--- src/hdl/wis_pkg.sv ---
`default_nettype none

package wis_pkg;

   localparam int CMD_BITS    = 2;
   localparam int WEIGHT_IN   = 16;
   localparam int FRAC_BITS   = 32;
   localparam int SUM_BITS    = 24;
   localparam int INDEX_BITS  = 8;
   localparam int STATUS_BITS = 2;

   typedef enum logic [CMD_BITS-1:0] {
      CMD_CLEAR = 2'd0,
      CMD_LOAD  = 2'd1,
      CMD_PICK  = 2'd2,
      CMD_NONE  = 2'd3
   } cmd_type;

   typedef enum logic [STATUS_BITS-1:0] {
      ST_OK      = 2'd0,
      ST_EMPTY   = 2'd1,
      ST_FULL    = 2'd2,
      ST_CLEARED = 2'd3
   } status_type;

   // which result the datapath forms on the finishing cycle
   typedef enum logic [2:0] {
      RES_NONE,
      RES_CLEARED,
      RES_LOADED,
      RES_FULL,
      RES_EMPTY,
      RES_PICKED
   } res_type;

   typedef struct packed {
      logic    capture;
      logic    clear;
      logic    load;
      logic    mul;
      logic    search;
      logic    finish;
      res_type res;
      logic    publish;
   } wis_cmd_type;

   typedef struct packed {
      cmd_type cmd;
      logic    full;
      logic    pick_empty;
      logic    search_done;
   } wis_sts_type;

endpackage

`default_nettype wire

--- src/hdl/wis_ctrl.sv ---
`default_nettype none

module wis_ctrl (
   input  wire logic                 clock,
   input  wire logic                 reset,
   input  wire logic                 req_valid,
   output logic                      req_ready,
   input  wire logic                 rsp_ready,
   output logic                      rsp_valid,
   input  wire wis_pkg::wis_sts_type sts,
   output wis_pkg::wis_cmd_type      cmd
);
   import wis_pkg::*;

   typedef enum logic [1:0] {S_IDLE, S_EXEC, S_SEARCH, S_HOLD} state_type;

   state_type state_ff, state_in;
   logic      rsp_valid_ff, rsp_valid_in;
   logic      slot_free;

   assign slot_free = !rsp_valid_ff || rsp_ready;
   assign req_ready = (state_ff == S_IDLE);
   assign rsp_valid = rsp_valid_ff;

   always_comb begin
      state_in     = state_ff;
      rsp_valid_in = rsp_valid_ff && !rsp_ready;
      cmd          = '0;
      cmd.res      = RES_NONE;
      unique case (state_ff)
         S_IDLE: begin
            if (req_valid) begin
               cmd.capture = 1'b1;
               state_in    = S_EXEC;
            end
         end
         S_EXEC: begin
            unique case (sts.cmd)
               CMD_CLEAR: begin
                  cmd.clear  = 1'b1;
                  cmd.finish = 1'b1;
                  cmd.res    = RES_CLEARED;
                  state_in   = S_HOLD;
               end
               CMD_LOAD: begin
                  cmd.finish = 1'b1;
                  state_in   = S_HOLD;
                  if (sts.full) begin
                     cmd.res = RES_FULL;
                  end else begin
                     cmd.load = 1'b1;
                     cmd.res  = RES_LOADED;
                  end
               end
               CMD_PICK: begin
                  if (sts.pick_empty) begin
                     cmd.finish = 1'b1;
                     cmd.res    = RES_EMPTY;
                     state_in   = S_HOLD;
                  end else begin
                     cmd.mul  = 1'b1;
                     state_in = S_SEARCH;
                  end
               end
               default: begin
                  cmd.finish = 1'b1;
                  cmd.res    = RES_NONE;
                  state_in   = S_HOLD;
               end
            endcase
         end
         S_SEARCH: begin
            cmd.search = 1'b1;
            if (sts.search_done) begin
               cmd.finish = 1'b1;
               cmd.res    = RES_PICKED;
               state_in   = S_HOLD;
            end
         end
         S_HOLD: begin
            if (slot_free) begin
               cmd.publish  = 1'b1;
               rsp_valid_in = 1'b1;
               state_in     = S_IDLE;
            end
         end
         default: begin
            state_in = S_IDLE;
         end
      endcase
   end

   always_ff @(posedge clock) begin
      if (reset) begin
         state_ff     <= S_IDLE;
         rsp_valid_ff <= 1'b0;
      end else begin
         state_ff     <= state_in;
         rsp_valid_ff <= rsp_valid_in;
      end
   end
endmodule

`default_nettype wire

--- config.mk ---
export PLATFORM = sky130hd
export DESIGN_NAME = wis_ctrl
export DESIGN_NICKNAME = d
export VERILOG_FILES = /design/src/hdl/wis_pkg.sv /design/src/hdl/wis_ctrl.sv
export SDC_FILE = /design/constraint.sdc
export NUM_CORES = 1
export LEC_CHECK = 0
export BUFFER_PORTS_ARGS = -buffer_cell sky130_fd_sc_hd__buf_2
export CORE_AREA = 5 5 42 44
export CTS_BUF_LIST = sky130_fd_sc_hd__clkbuf_4
export DETAILED_ROUTE_END_ITERATION = 10
export DIE_AREA = 0 0 47 49
export GPL_TIMING_DRIVEN = 0
export PLACE_DENSITY = 0.56
export SLEW_MARGIN = 5
export SYNTH_ARGS = -nofsm -noshare
export SYNTH_HDL_FRONTEND = slang
export SYNTH_SLANG_ARGS = --single-unit
--- constraint.sdc ---
create_clock -name clock -period 1.8 [get_ports clock]
set_input_delay 0.45 -clock clock [delete_from_list [all_inputs] [get_ports clock]]
set_output_delay 0.45 -clock clock [all_outputs]
set_load 0.05 [all_outputs]
=== Word level (Yosys, flattened, before mapping) ===
Index checks and enable logic that the tools add are counted.

* Register bits: 3
* Word-level logic and storage cells: 41

* Equality and inequality tests: 8
* Mux-type cells: 24
* Reduce and logical (&&, ||, !) cells: 7

{| class="wikitable"
|+ Operators with widths
! operator !! number
|-
| two-way mux 1 bit || 14
|-
| case mux 4 bit (3 select lines) || 1
|-
| two-way mux 2 bit || 4
|-
| two-way mux 4 bit || 2
|-
| case mux 2 bit (4 select lines) || 1
|-
| case mux 4 bit (2 select lines) || 1
|-
| == test 2 bit, second input constant || 3
|-
| inequality test 2 bit, second input constant || 3
|-
| == test 2 x 1 -> 1 bit, second input constant || 2
|-
| logical NOT 2 bit || 2
|-
| two-way mux 3 bit || 1
|-
| AND reduction 3 bit || 1
|-
| logical NOT 1 bit || 2
|-
| logical AND 1 bit || 1
|-
| logical OR 1 bit || 1
|}

=== Depth between registers and ports, before layout ===
Gate-level depths: netlist (run 1).

* Depth after elaboration: 4
* Gate-level depth with buffers: 5
* Gate-level depth less buffers: 5

=== Worst setup path after synthesis (run 1) ===
OpenSTA, ideal clock, no wires.

* Kind: reg-to-output
* From: register state_ff[0]
* To: output cmd[3] (netlist name)
* Arrival time: 2,175 ps
* Required time: 1,350 ps
* Setup slack: -825 ps
* Stages on the path, launching flop included: 5
* Path buffers: 0
* Path through: dfxtp_1 inv_1 ha_1 nand2_1 a21boi_0

{| class="wikitable"
|+ RTL lines
! item !! RTL line !! RTL
|-
| start, declared || wis_ctrl.sv:17 || <nowiki>state_type state_ff, state_in;</nowiki>
|-
| start signal, assigned || wis_ctrl.sv:98 || <nowiki>state_ff <= state_in;</nowiki>
|-
| end, declared || wis_ctrl.sv:11 || <nowiki>output wis_pkg::wis_cmd_type cmd</nowiki>
|}

==> results.md, run 1 <==
- Status: finished clean
- Core Area: 0.00140 sq mm
- Largest family of logic cells by synthesized area: simple AND/OR/NAND/NOR gates
- Vias in the first global route: 390
- Post-synthesis xor/xnor area fraction: 0%
- Pins Over Slew Limit: 0
- Critical Path RT: 1.35 ns
- # fillers: 141
- R2r startpoint: state_ff[0]
- Clk_lat worst skew: 0.23 ns
- Clock Sinks: 3
- Area Overhead vs Synth: 84.4%
- LEAKAGE: 0.281 nW
- Row count: 14
- Clock skew: 0.000212 ns
- H-tree levels: 1
- Worst vdd ir: 0.643 mV
- Global Route Usage Sum: 9.51%
- Longest Clk Path Bufs: 2
- Cts hold-fix bufs: 0
- Cell accounting for the most synthesized area: dfxtp_1
- Max-cap violations: 0
- P per Cell Area: 1660 mW/mm^2
- Die height: 49 um
- Post-synthesis simple-gate area fraction: 42.8%
- Synth area leaders: dfxtp_1 17%, ha_1 14%, a2111oi_4 8.0%
- Top Ports: 21
- Synth Area in Compound Gates: 23.2%
- Initial Util: 24.6%
- Crit. Startpoint: sts[3]
- Drc violations: 0
- Flops & latches, synth: 3
- Worst Max-Slew Pin Slew: 0.405 ns
- Setup-failing EPs final: 0
- Clk slew on worst S/H paths: 0.04 ns
- Final net count: 80
- CTS tree: yes
- Layout Utilization: 45.4%
- Yosys warns: 0
- Register area share after synthesis: 17.4%
- Post-Syn Area: 345 sq um
- DRT Wirelength: 997 um
- Synth Area in Adders: 14.5%
- Die span in x: 47 um
- Placed insts: 76
- Antenna violations before repair: 0
- Post-route ant nets: 0
- Tcrit/Tclk final: 98.3%
- Congestion Overflow GR: 0
- Global-route wire length before repair: 1620 um
- WL/cell: 12.2 um
- Library cells used by synthesis: 23
- Max transition margin: 72.9%
- Worst-path fanout max: 7
- Crit start category: input port
- N_diodes: 0
- WS Path Type: input port to primary output
- RSZ-0062 raised after global routing: yes
- IO buf count: 20
- Hold Crit Class: input port to register
- Fin. Hold Viols: 0
- Syn Area/Cell: 8.63 sq um
- Final min period: 1.77 ns
- TritonCTS Buffers: 3
- Crit end category: primary output
- Fmax achieved: 565 MHz
- Post-synthesis mux area share: 0%
- Pin count of the biggest net entering global routing: 8
- Via count: 398
- Iteration-0 DRC Markers: 6
- Vias per inst: 4.85
- Clock Tree Root: clkbuf_4
- Share of layout cells above drive strength 1: 71.2%
- Die footprint: 0.00230 sq mm
- Syn Inst Count: 40
- Worst hold path startpoint: reset
- Worst path arrival time: 1.32 ns
- Gpl congestion: 0.687
- First-pass iteration count of the detailed router: 4
- Top cell type's share of synthesized area: 17.4%
- Net count after synthesis: 53
- Final std cells w/o fill: 82
-- cells by family after synthesis --
family	count (synthesis)
compound gates	8
fa+ha+maj	4
buf+inv	2
flops	3
simple gates	23
-- through the flow --
stage / hold slack, ns / instance area (sq um) / power [mW] / worst slack [ns] / setup TNS [ns]
floorplan: 0.486 / 365 / 0.608 / -0.0950 / -0.417
global placement: 0.512 / 485 / 0.713 / -0.0493 / -0.0493
detailed placement: 0.530 / 485 / 0.717 / -0.0696 / -0.0696
CTS: 0.405 / 599 / 1.01 / 0.000113 / 0
global route: 0.434 / 637 / 1.13 / -0.0249 / -0.0449
finish: 0.422 / 637 / 1.06 / 0.0301 / 0
-- path summary, 6_finish.rpt --
check	endpoint	slack, ns	cells past startpoint
worst max-delay path	cmd[4]	0.03	5
worst min-delay path	rsp_valid	0.42	2
worst max register to register	state_ff[0]	0.12	5
worst min register to register	rsp_valid	0.63	3
-- flip-flops by register name, summed over array words and instances (netlist names) --
signal	flops
rsp_valid	1
state_ff	2
-- placed cells by master, fill, tap and decap left out, types with 2 or more instances in the layout --
cell type  instances
buf_4              3
nor2b_1            3
buf_2             13
ha_4               3
buf_6              3
nor2_1             3
nand2_1            2
clkbuf_4           6
dfxtp_4            2
-- per-layer routing --
metal	wire length (um)	vias up	track usage [%]
met3	106	2	2.21
met1	404	182	11.2
li1	-	194	-
met5	0	-	0
met4	15	0	5.53
met2	471	20	14.9
-- power by group --
part	switching, mW	total, mW	internal, mW
registers	0.0386	0.140	0.101
clock network	0.0378	0.136	0.0983
logic	0.452	0.780	0.328
-- critical path: stages --
cell,delay [ns]
buf_2,0.13
or3b_4,0.39
nand2_1,0.13
a21boi_4,0.06
buf_6,0.15
-- layout make-up --
cell class | count | area (sq um) | area share, %
timing repair buffer | 22 | 151 | 23.8
sequential | 3 | 67.6 | 10.6
multi-input combinational | 35 | 358 | 56.2
clock buffer | 4 | 30.0 | 4.72
inverter | 2 | 10.0 | 1.57
tap | 16 | 20.0 | 3.14
-- timing repair --
item                                   CTS  global route
cloned                                   0             0
endpoints found under the hold margin    0             0
setup buffers                            2             0
pin swaps                                2             2
resized for setup                       21             9
setup endpoints to repair                7             5
-- synth_stat cells --
cell type,number
o21ba_2,1
and2_1,2
inv_1,2
o32ai_1,1
nor3b_1,1
or3b_4,1
a21boi_0,2
nor4b_1,1
or3_1,1
dfxtp_1,3
a21oi_1,1
ha_1,4
o21ai_0,1
nor2b_1,4
nand2b_1,2
nor2_1,4
a2111oi_4,1
and2b_1,1
nand2_1,3
nand4b_1,1
and3b_1,1
o31a_1,1
and4bb_2,1
Power figures use the tool's default switching activity.
==> inputs of run 2 (changes only) <==
--- a/config.mk
+++ b/config.mk
@@ -6,10 +6,10 @@
 export NUM_CORES = 1
 export LEC_CHECK = 0
 export BUFFER_PORTS_ARGS = -buffer_cell sky130_fd_sc_hd__buf_2
-export CORE_AREA = 5 5 42 44
+export CORE_AREA = 3 3 40 42
 export CTS_BUF_LIST = sky130_fd_sc_hd__clkbuf_4
 export DETAILED_ROUTE_END_ITERATION = 10
-export DIE_AREA = 0 0 47 49
+export DIE_AREA = 0 0 43 45
 export GPL_TIMING_DRIVEN = 0
 export PLACE_DENSITY = 0.56
 export SLEW_MARGIN = 5
==> constraint.sdc (replaced) <==
create_clock -name clock -period 1.8 [get_ports clock]
set_input_delay 0.27 -clock clock [delete_from_list [all_inputs] [get_ports clock]]
set_output_delay 0.27 -clock clock [all_outputs]
set_load 0.05 [all_outputs]
==> run 2 against run 1 <==
Register-to-register slack better by 0.11 ns. Clock power is 5% lower. Wire length is 14% lower. Clock-buffer cell count stayed put. Global-route usage is 0.068 points higher. Clock skew is 0.00095 ns higher. Power is 13% lower. Non-clock buffer count is 2 lower. Critical path type is now register to primary output. Highest routed layer is now met3.
==> results.md, run 2 (same netlist as run 1, synthesis figures left out) <==
- Most common cell after layout, fill and taps aside: buf_2
- Area Overhead vs Synth: 59.4%
- Post-CTS setup buffer count: 0 (-2)
- Pins Over Slew Limit: 0 (unchanged)
- Final min period: 1.71 ns (-0.0631 ns)
- Net Sw Frac: 51.5% (+1.4 points)
- Worst-path fanout max: 5 (-2)
- Vias per inst: 4.63 (-4.5%)
- P_sw: 0.472 mW (-11%)
- Met2 global-route usage: 15.3% (+0.34 points)
- Tot Pwr: 0.916 mW (-13%)
- Row count: 13 (-1)
- Pin count of the biggest net entering global routing: 8 (unchanged)
- Biggest register: state_ff
- Cts hold-fix bufs: 0 (unchanged)
- Clock skew: 0.00116 ns (+0.000948 ns)
- TritonCTS Buffers: 3 (unchanged)
- Cell-internal power: 0.444 mW (-16%)
- Clock Tree Root: clkbuf_4
- CP Cell Sequence: inv_1, ha_4, nand2b_4, o21ai_0, and2_1, buf_6
- Longest Clk Path Bufs: 2 (unchanged)
- Final std cells w/o fill: 79 (-3.7%)
- Global Route Usage Sum: 9.58% (+0.068 points)
- Max-cap violations: 0 (unchanged)
- Layout Utilization: 42.8% (-2.6 points)
- Max FFs per register: 2 (unchanged)
- H-tree levels: 1 (unchanged)
- Worst path arrival time: 1.44 ns (+0.12 ns)
- Worst hold path startpoint: reset
- Die height: 45 um (-8.2%)
- Area of placed instances: 472 sq um (-2.8%)
- Post-route ant nets: 0 (unchanged)
- DRT Wirelength: 856 um (-14%)
- Core Area: 0.00128 sq mm (-8.3%)
- M1 GR Usage: 10.4% (-0.85 points)
- WL/cell: 10.8 um (-11%)
- P per Cell Area: 1660 mW/mm^2 (+0.36%)
- Worst Max-Slew Pin Slew: 0.395 ns (-0.0102 ns)
- Clk_lat worst skew: 0.23 ns (about the same)
- Crit. Startpoint: state_ff[1]
- Placement Setup Slack: 0.112 ns (+0.182 ns)
- Iteration-0 DRC Markers: 2 (-4)
- # resized after CTS: 4 (-81%)
- R2r startpoint: state_ff[0]
- Hold Crit Class: input port to register
- Crit-path max cell delay: 0.33 ns (-0.06 ns)
- Initial Util: 26.9% (+2.2 points)
- # fillers: 144 (+2.1%)
- Critical Path RT: 1.53 ns (+0.18 ns)
- IO buf count: 20 (unchanged)
- Crit end category: primary output
- Antenna violations before repair: 0 (unchanged)
- Vias in the first global route: 360 (-7.7%)
- Die span in x: 43 um (-8.5%)
- Final HPWL DP: 652 um
- Crit start category: register
- Clock power frac: 14.1% (+1.2 points)
- Tcrit/Tclk final: 94.8% (-3.5 points)
- M3 GR Usage: 3.59% (+1.4 points)
- Final net count: 78 (-2.5%)
- Crit path buf inv count: 2 (unchanged)
- Grt peak-use layer: met2
- CTS tree: yes
- WS Path Type: register to primary output
- Fin. Hold Viols: 0 (unchanged)
- Die footprint: 0.00194 sq mm (-16%)
- Most frequent cells in the layout: 16 x buf_2, 4 x nor2b_1, 4 x nor2_1, 4 x clkbuf_4
- LEAKAGE: 0.259 nW (-8.0%)
- Status: finished clean
- Gpl congestion: 0.766 (+12%)
- Setup-failing EPs final: 0 (unchanged)
- Seq pwr share: 13.5% (+0.2 points)
- Top Ports: 21 (unchanged)
- Cell family with most CP delay: flip-flops
- First-pass iteration count of the detailed router: 3 (-1)
- Share of layout cells above drive strength 1: 54.7% (-17 points)
- Post-route setup TNS: 0 ns (unchanged)
- N_diodes: 0 (unchanged)
- Combinational Power Share: 72.4% (-1.5 points)
- Final instance area: 551 sq um (-14%)
- Clock Sinks: 3 (unchanged)
- Congestion Overflow GR: 0 (unchanged)
- Worst vdd ir: 0.569 mV (-11%)
- Via count: 366 (-8.0%)
- WHS: 0.240 ns (-0.182 ns)
- Fin worst setup slack: 0.0932 ns (+0.0631 ns)
- Max transition margin: 73.6% (+0.68 points)
- Placed insts: 75 (-1.3%)
- Fmax achieved: 586 MHz (+3.7%)
- Clk slew on worst S/H paths: 0.04 ns (about the same)
- Global-route wire length before repair: 1380 um (-15%)
- Drc violations: 0 (unchanged)
- CP max stage cell: dfxtp_2
run 2: power groups by stage:
stage	Clock, mW	Combinational (mW)	Sequential (mW)
floorplan	0	0.474	0.118
global placement	0	0.580	0.117
detailed placement	0	0.580	0.116
CTS	0.136	0.591	0.118
global route	0.145	0.722	0.131
finish	0.129	0.663	0.124
run 2: worst paths after layout:
kind | end | slack, ns | cells past startpoint
max | cmd[1] | 0.09 | 6
min | rsp_valid | 0.24 | 2
max reg2reg | state_ff[0] | 0.23 | 5
min reg2reg | state_ff[0] | 0.51 | 2
run 2: layout make-up:
cell class                 instances  area (sq um)  share of cell area, %
multi-input combinational         35           318                   57.7
timing repair buffer              20           114                   20.7
tap                               15          18.8                   3.41
inverter                           2          7.51                   1.36
sequential                         3          62.6                   11.4
clock buffer                       4          30.0                   5.45
run 2: per-layer routing:
layer,part of all wire [%],vias up
li1,-,193
met1,44,156
met2,46,17
met3,9.5,0
met4,0,0
met5,0,-
==> inputs of run 3 (changes only) <==
--- a/config.mk
+++ b/config.mk
@@ -12,6 +12,7 @@
 export DIE_AREA = 0 0 43 45
 export GPL_TIMING_DRIVEN = 0
 export PLACE_DENSITY = 0.56
+export RECOVER_POWER = 25
 export SLEW_MARGIN = 5
 export SYNTH_ARGS = -nofsm -noshare
 export SYNTH_HDL_FRONTEND = slang
==> run 3 against run 2 <==
Hold slack about the same. Highest routed layer unchanged. Combinational power decreased by 0.6%. Die area stayed put. Critical endpoint unchanged. Maximum frequency about the same. Final area is 0.45% lower. Wire length is the same. Register-to-register slack about the same. Critical path type unchanged.
==> results.md, run 3 (same netlist as run 1, synthesis figures left out) <==
- Iteration-0 DRC Markers: 2 (unchanged)
- R2r startpoint: state_ff[0]
- Core Area: 0.00128 sq mm (unchanged)
- Drc violations: 0 (unchanged)
- H-tree levels: 1 (unchanged)
- Die footprint: 0.00194 sq mm (unchanged)
- N_diodes: 0 (unchanged)
- CTS tree: yes
- Final net count: 78 (unchanged)
- Crit-path max cell delay: 0.33 ns (about the same)
- WL/cell: 10.8 um (unchanged)
- LEAKAGE: 0.252 nW (-2.6%)
- Clk_lat worst skew: 0.23 ns (about the same)
- Global-route wire length before repair: 1380 um (unchanged)
- Max FFs per register: 2 (unchanged)
- # fillers: 143 (-0.69%)
- Biggest register: state_ff
- Area Overhead vs Synth: 58.7%
- Vias in the first global route: 360 (unchanged)
- Fin. Hold Viols: 0 (unchanged)
- DRT Wirelength: 856 um (unchanged)
- Layout Utilization: 42.6% (-0.19 points)
- Gpl congestion: 0.766 (unchanged)
- RR Endpoint: state_ff[0]
- Clock skew: 0.00116 ns (+0.000000150 ns)
- Pin count of the biggest net entering global routing: 8 (unchanged)
- Longest Clk Path Bufs: 2 (unchanged)
- Worst Hold Depth: 2 (unchanged)
- TritonCTS Buffers: 3 (unchanged)
- IO buf count: 20 (unchanged)
- Crit start category: register
- Status: finished clean
- Grt peak-use layer: met2
- Worst Max-Slew Pin Slew: 0.592 ns (+0.197 ns)
- Antenna violations before repair: 0 (unchanged)
- Top Ports: 21 (unchanged)
- Final HPWL DP: 652 um (unchanged)
- Tot Pwr: 0.912 mW (-0.40%)
- Global Route Usage Sum: 9.58% (unchanged)
- Clock Tree Root: clkbuf_4
- Worst hold path startpoint: reset
- Die height: 45 um (unchanged)
- Vias per inst: 4.63 (unchanged)
- Most frequent cells in the layout: 14 x buf_2, 4 x nor2b_1, 4 x nor2_1, 4 x clkbuf_4
- Worst Hold End: rsp_valid
- R2R depth: 5 (unchanged)
- Congestion Overflow GR: 0 (unchanged)
- WS Path Type: register to primary output
- P per Cell Area: 1660 mW/mm^2 (about the same)
- Final min period: 1.71 ns (-0.0000371 ns)
- Cts hold-fix bufs: 0 (unchanged)
- Share of layout cells above drive strength 1: 51.6% (-3.1 points)
- First-pass iteration count of the detailed router: 3 (unchanged)
- Row count: 13 (unchanged)
- Reg2Reg Setup Slack: 0.23 ns (about the same)
- M1 GR Usage: 10.4% (unchanged)
- Worst-path fanout max: 5 (unchanged)
- Die span in x: 43 um (unchanged)
- Crit end category: primary output
- Pins Over Slew Limit: 0 (unchanged)
- Max-cap violations: 0 (unchanged)
- Max transition margin: 60.7% (-13 points)
- Clock Sinks: 3 (unchanged)
- CP max stage cell: dfxtp_2
- CP Cell Sequence: inv_1, ha_4, nand2b_4, o21ai_0, and2_1, buf_6
- Fmax achieved: 586 MHz (about the same)
- Setup-failing EPs final: 0 (unchanged)
- Tcrit/Tclk final: 94.8% (about the same)
- M3 GR Usage: 3.59% (unchanged)
- Worst vdd ir: 0.569 mV (about the same)
- Critical Path RT: 1.53 ns (about the same)
- Initial Util: 26.9% (unchanged)
- Most common cell after layout, fill and taps aside: buf_2
- Post-CTS setup buffer count: 0 (unchanged)
- Worst path arrival time: 1.44 ns (about the same)
- Via count: 366 (unchanged)
- Hold Crit Class: input port to register
- Clk slew on worst S/H paths: 0.04 ns (about the same)
- Post-route ant nets: 0 (unchanged)
- Met2 global-route usage: 15.3% (unchanged)
[run 3: cell types whose count changed in the layout (fill, tap and decap cells not counted), sizes merged]
cell | previous run | this run
buf | 20 | 18
clkbuf | 4 | 6
[run 3: through the flow]
stage,hold slack (ns),cells,setup WS (ns),area (sq um),setup TNS [ns]
5_1_grt,0.248,79,-0.000749,548,-0.000749
3_5_place_dp,0.476,75,0.112,472,0
6_report,0.240,79,0.0932,548,0
4_1_cts,0.234,79,0.0128,512,0
2_1_floorplan,0.342,40,-0.106,353,-0.213
3_3_place_gp,0.477,75,0.136,472,0
[run 3: area by class of cell]
| class | count | area, sq um | share of cell area, % |
|---|---|---|---|
| Clock buffer | 4 | 30.0 | 5.48 |
| Inverter | 2 | 7.51 | 1.37 |
| Multi-Input combinational cell | 35 | 318 | 58.0 |
| Sequential cell | 3 | 62.6 | 11.4 |
| Tap cell | 15 | 18.8 | 3.42 |
| Timing Repair Buffer | 20 | 111 | 20.3 |
[run 3: report_power, final]
group	total, mW	internal (mW)	switching (mW)
sequential	0.124	0.0941	0.0299
combinational	0.659	0.248	0.411
clock	0.129	0.0979	0.0314
total	0.912	0.440	0.472
[run 3: worst max-delay path, delay by kind of cell (launching register included)]
family	cells	cell delay, ns
flip-flops	1	0.33
adder cells (fa/ha/maj)	1	0.20
AND/OR/NAND/NOR	2	0.23
buffers and inverters	2	0.30
AO/OA/AOI/OAI	1	0.14
[run 3: per-layer routing]
layer	vias up	share of wire (%)
met1	156	45
li1	193	-
met4	0	0
met5	-	0
met2	17	46
met3	0	9.3
[run 3: repair_timing]
item / in CTS / in global routing
endpoints found under the setup margin: 2 / 5
pin swaps: 0 / 0
endpoints found under the hold margin: 0 / 0
gates resized for setup: 4 / 10
cloned: 0 / 0
[run 3: how the worst max path moves through the flow]
stage / from / to
global placement: state_ff[1] / cmd[1]
CTS: state_ff[1] / cmd[1]
detailed placement: state_ff[1] / cmd[1]
floorplan: state_ff[0] / cmd[3]
finish: state_ff[1] / cmd[1]
global route: state_ff[1] / cmd[1]
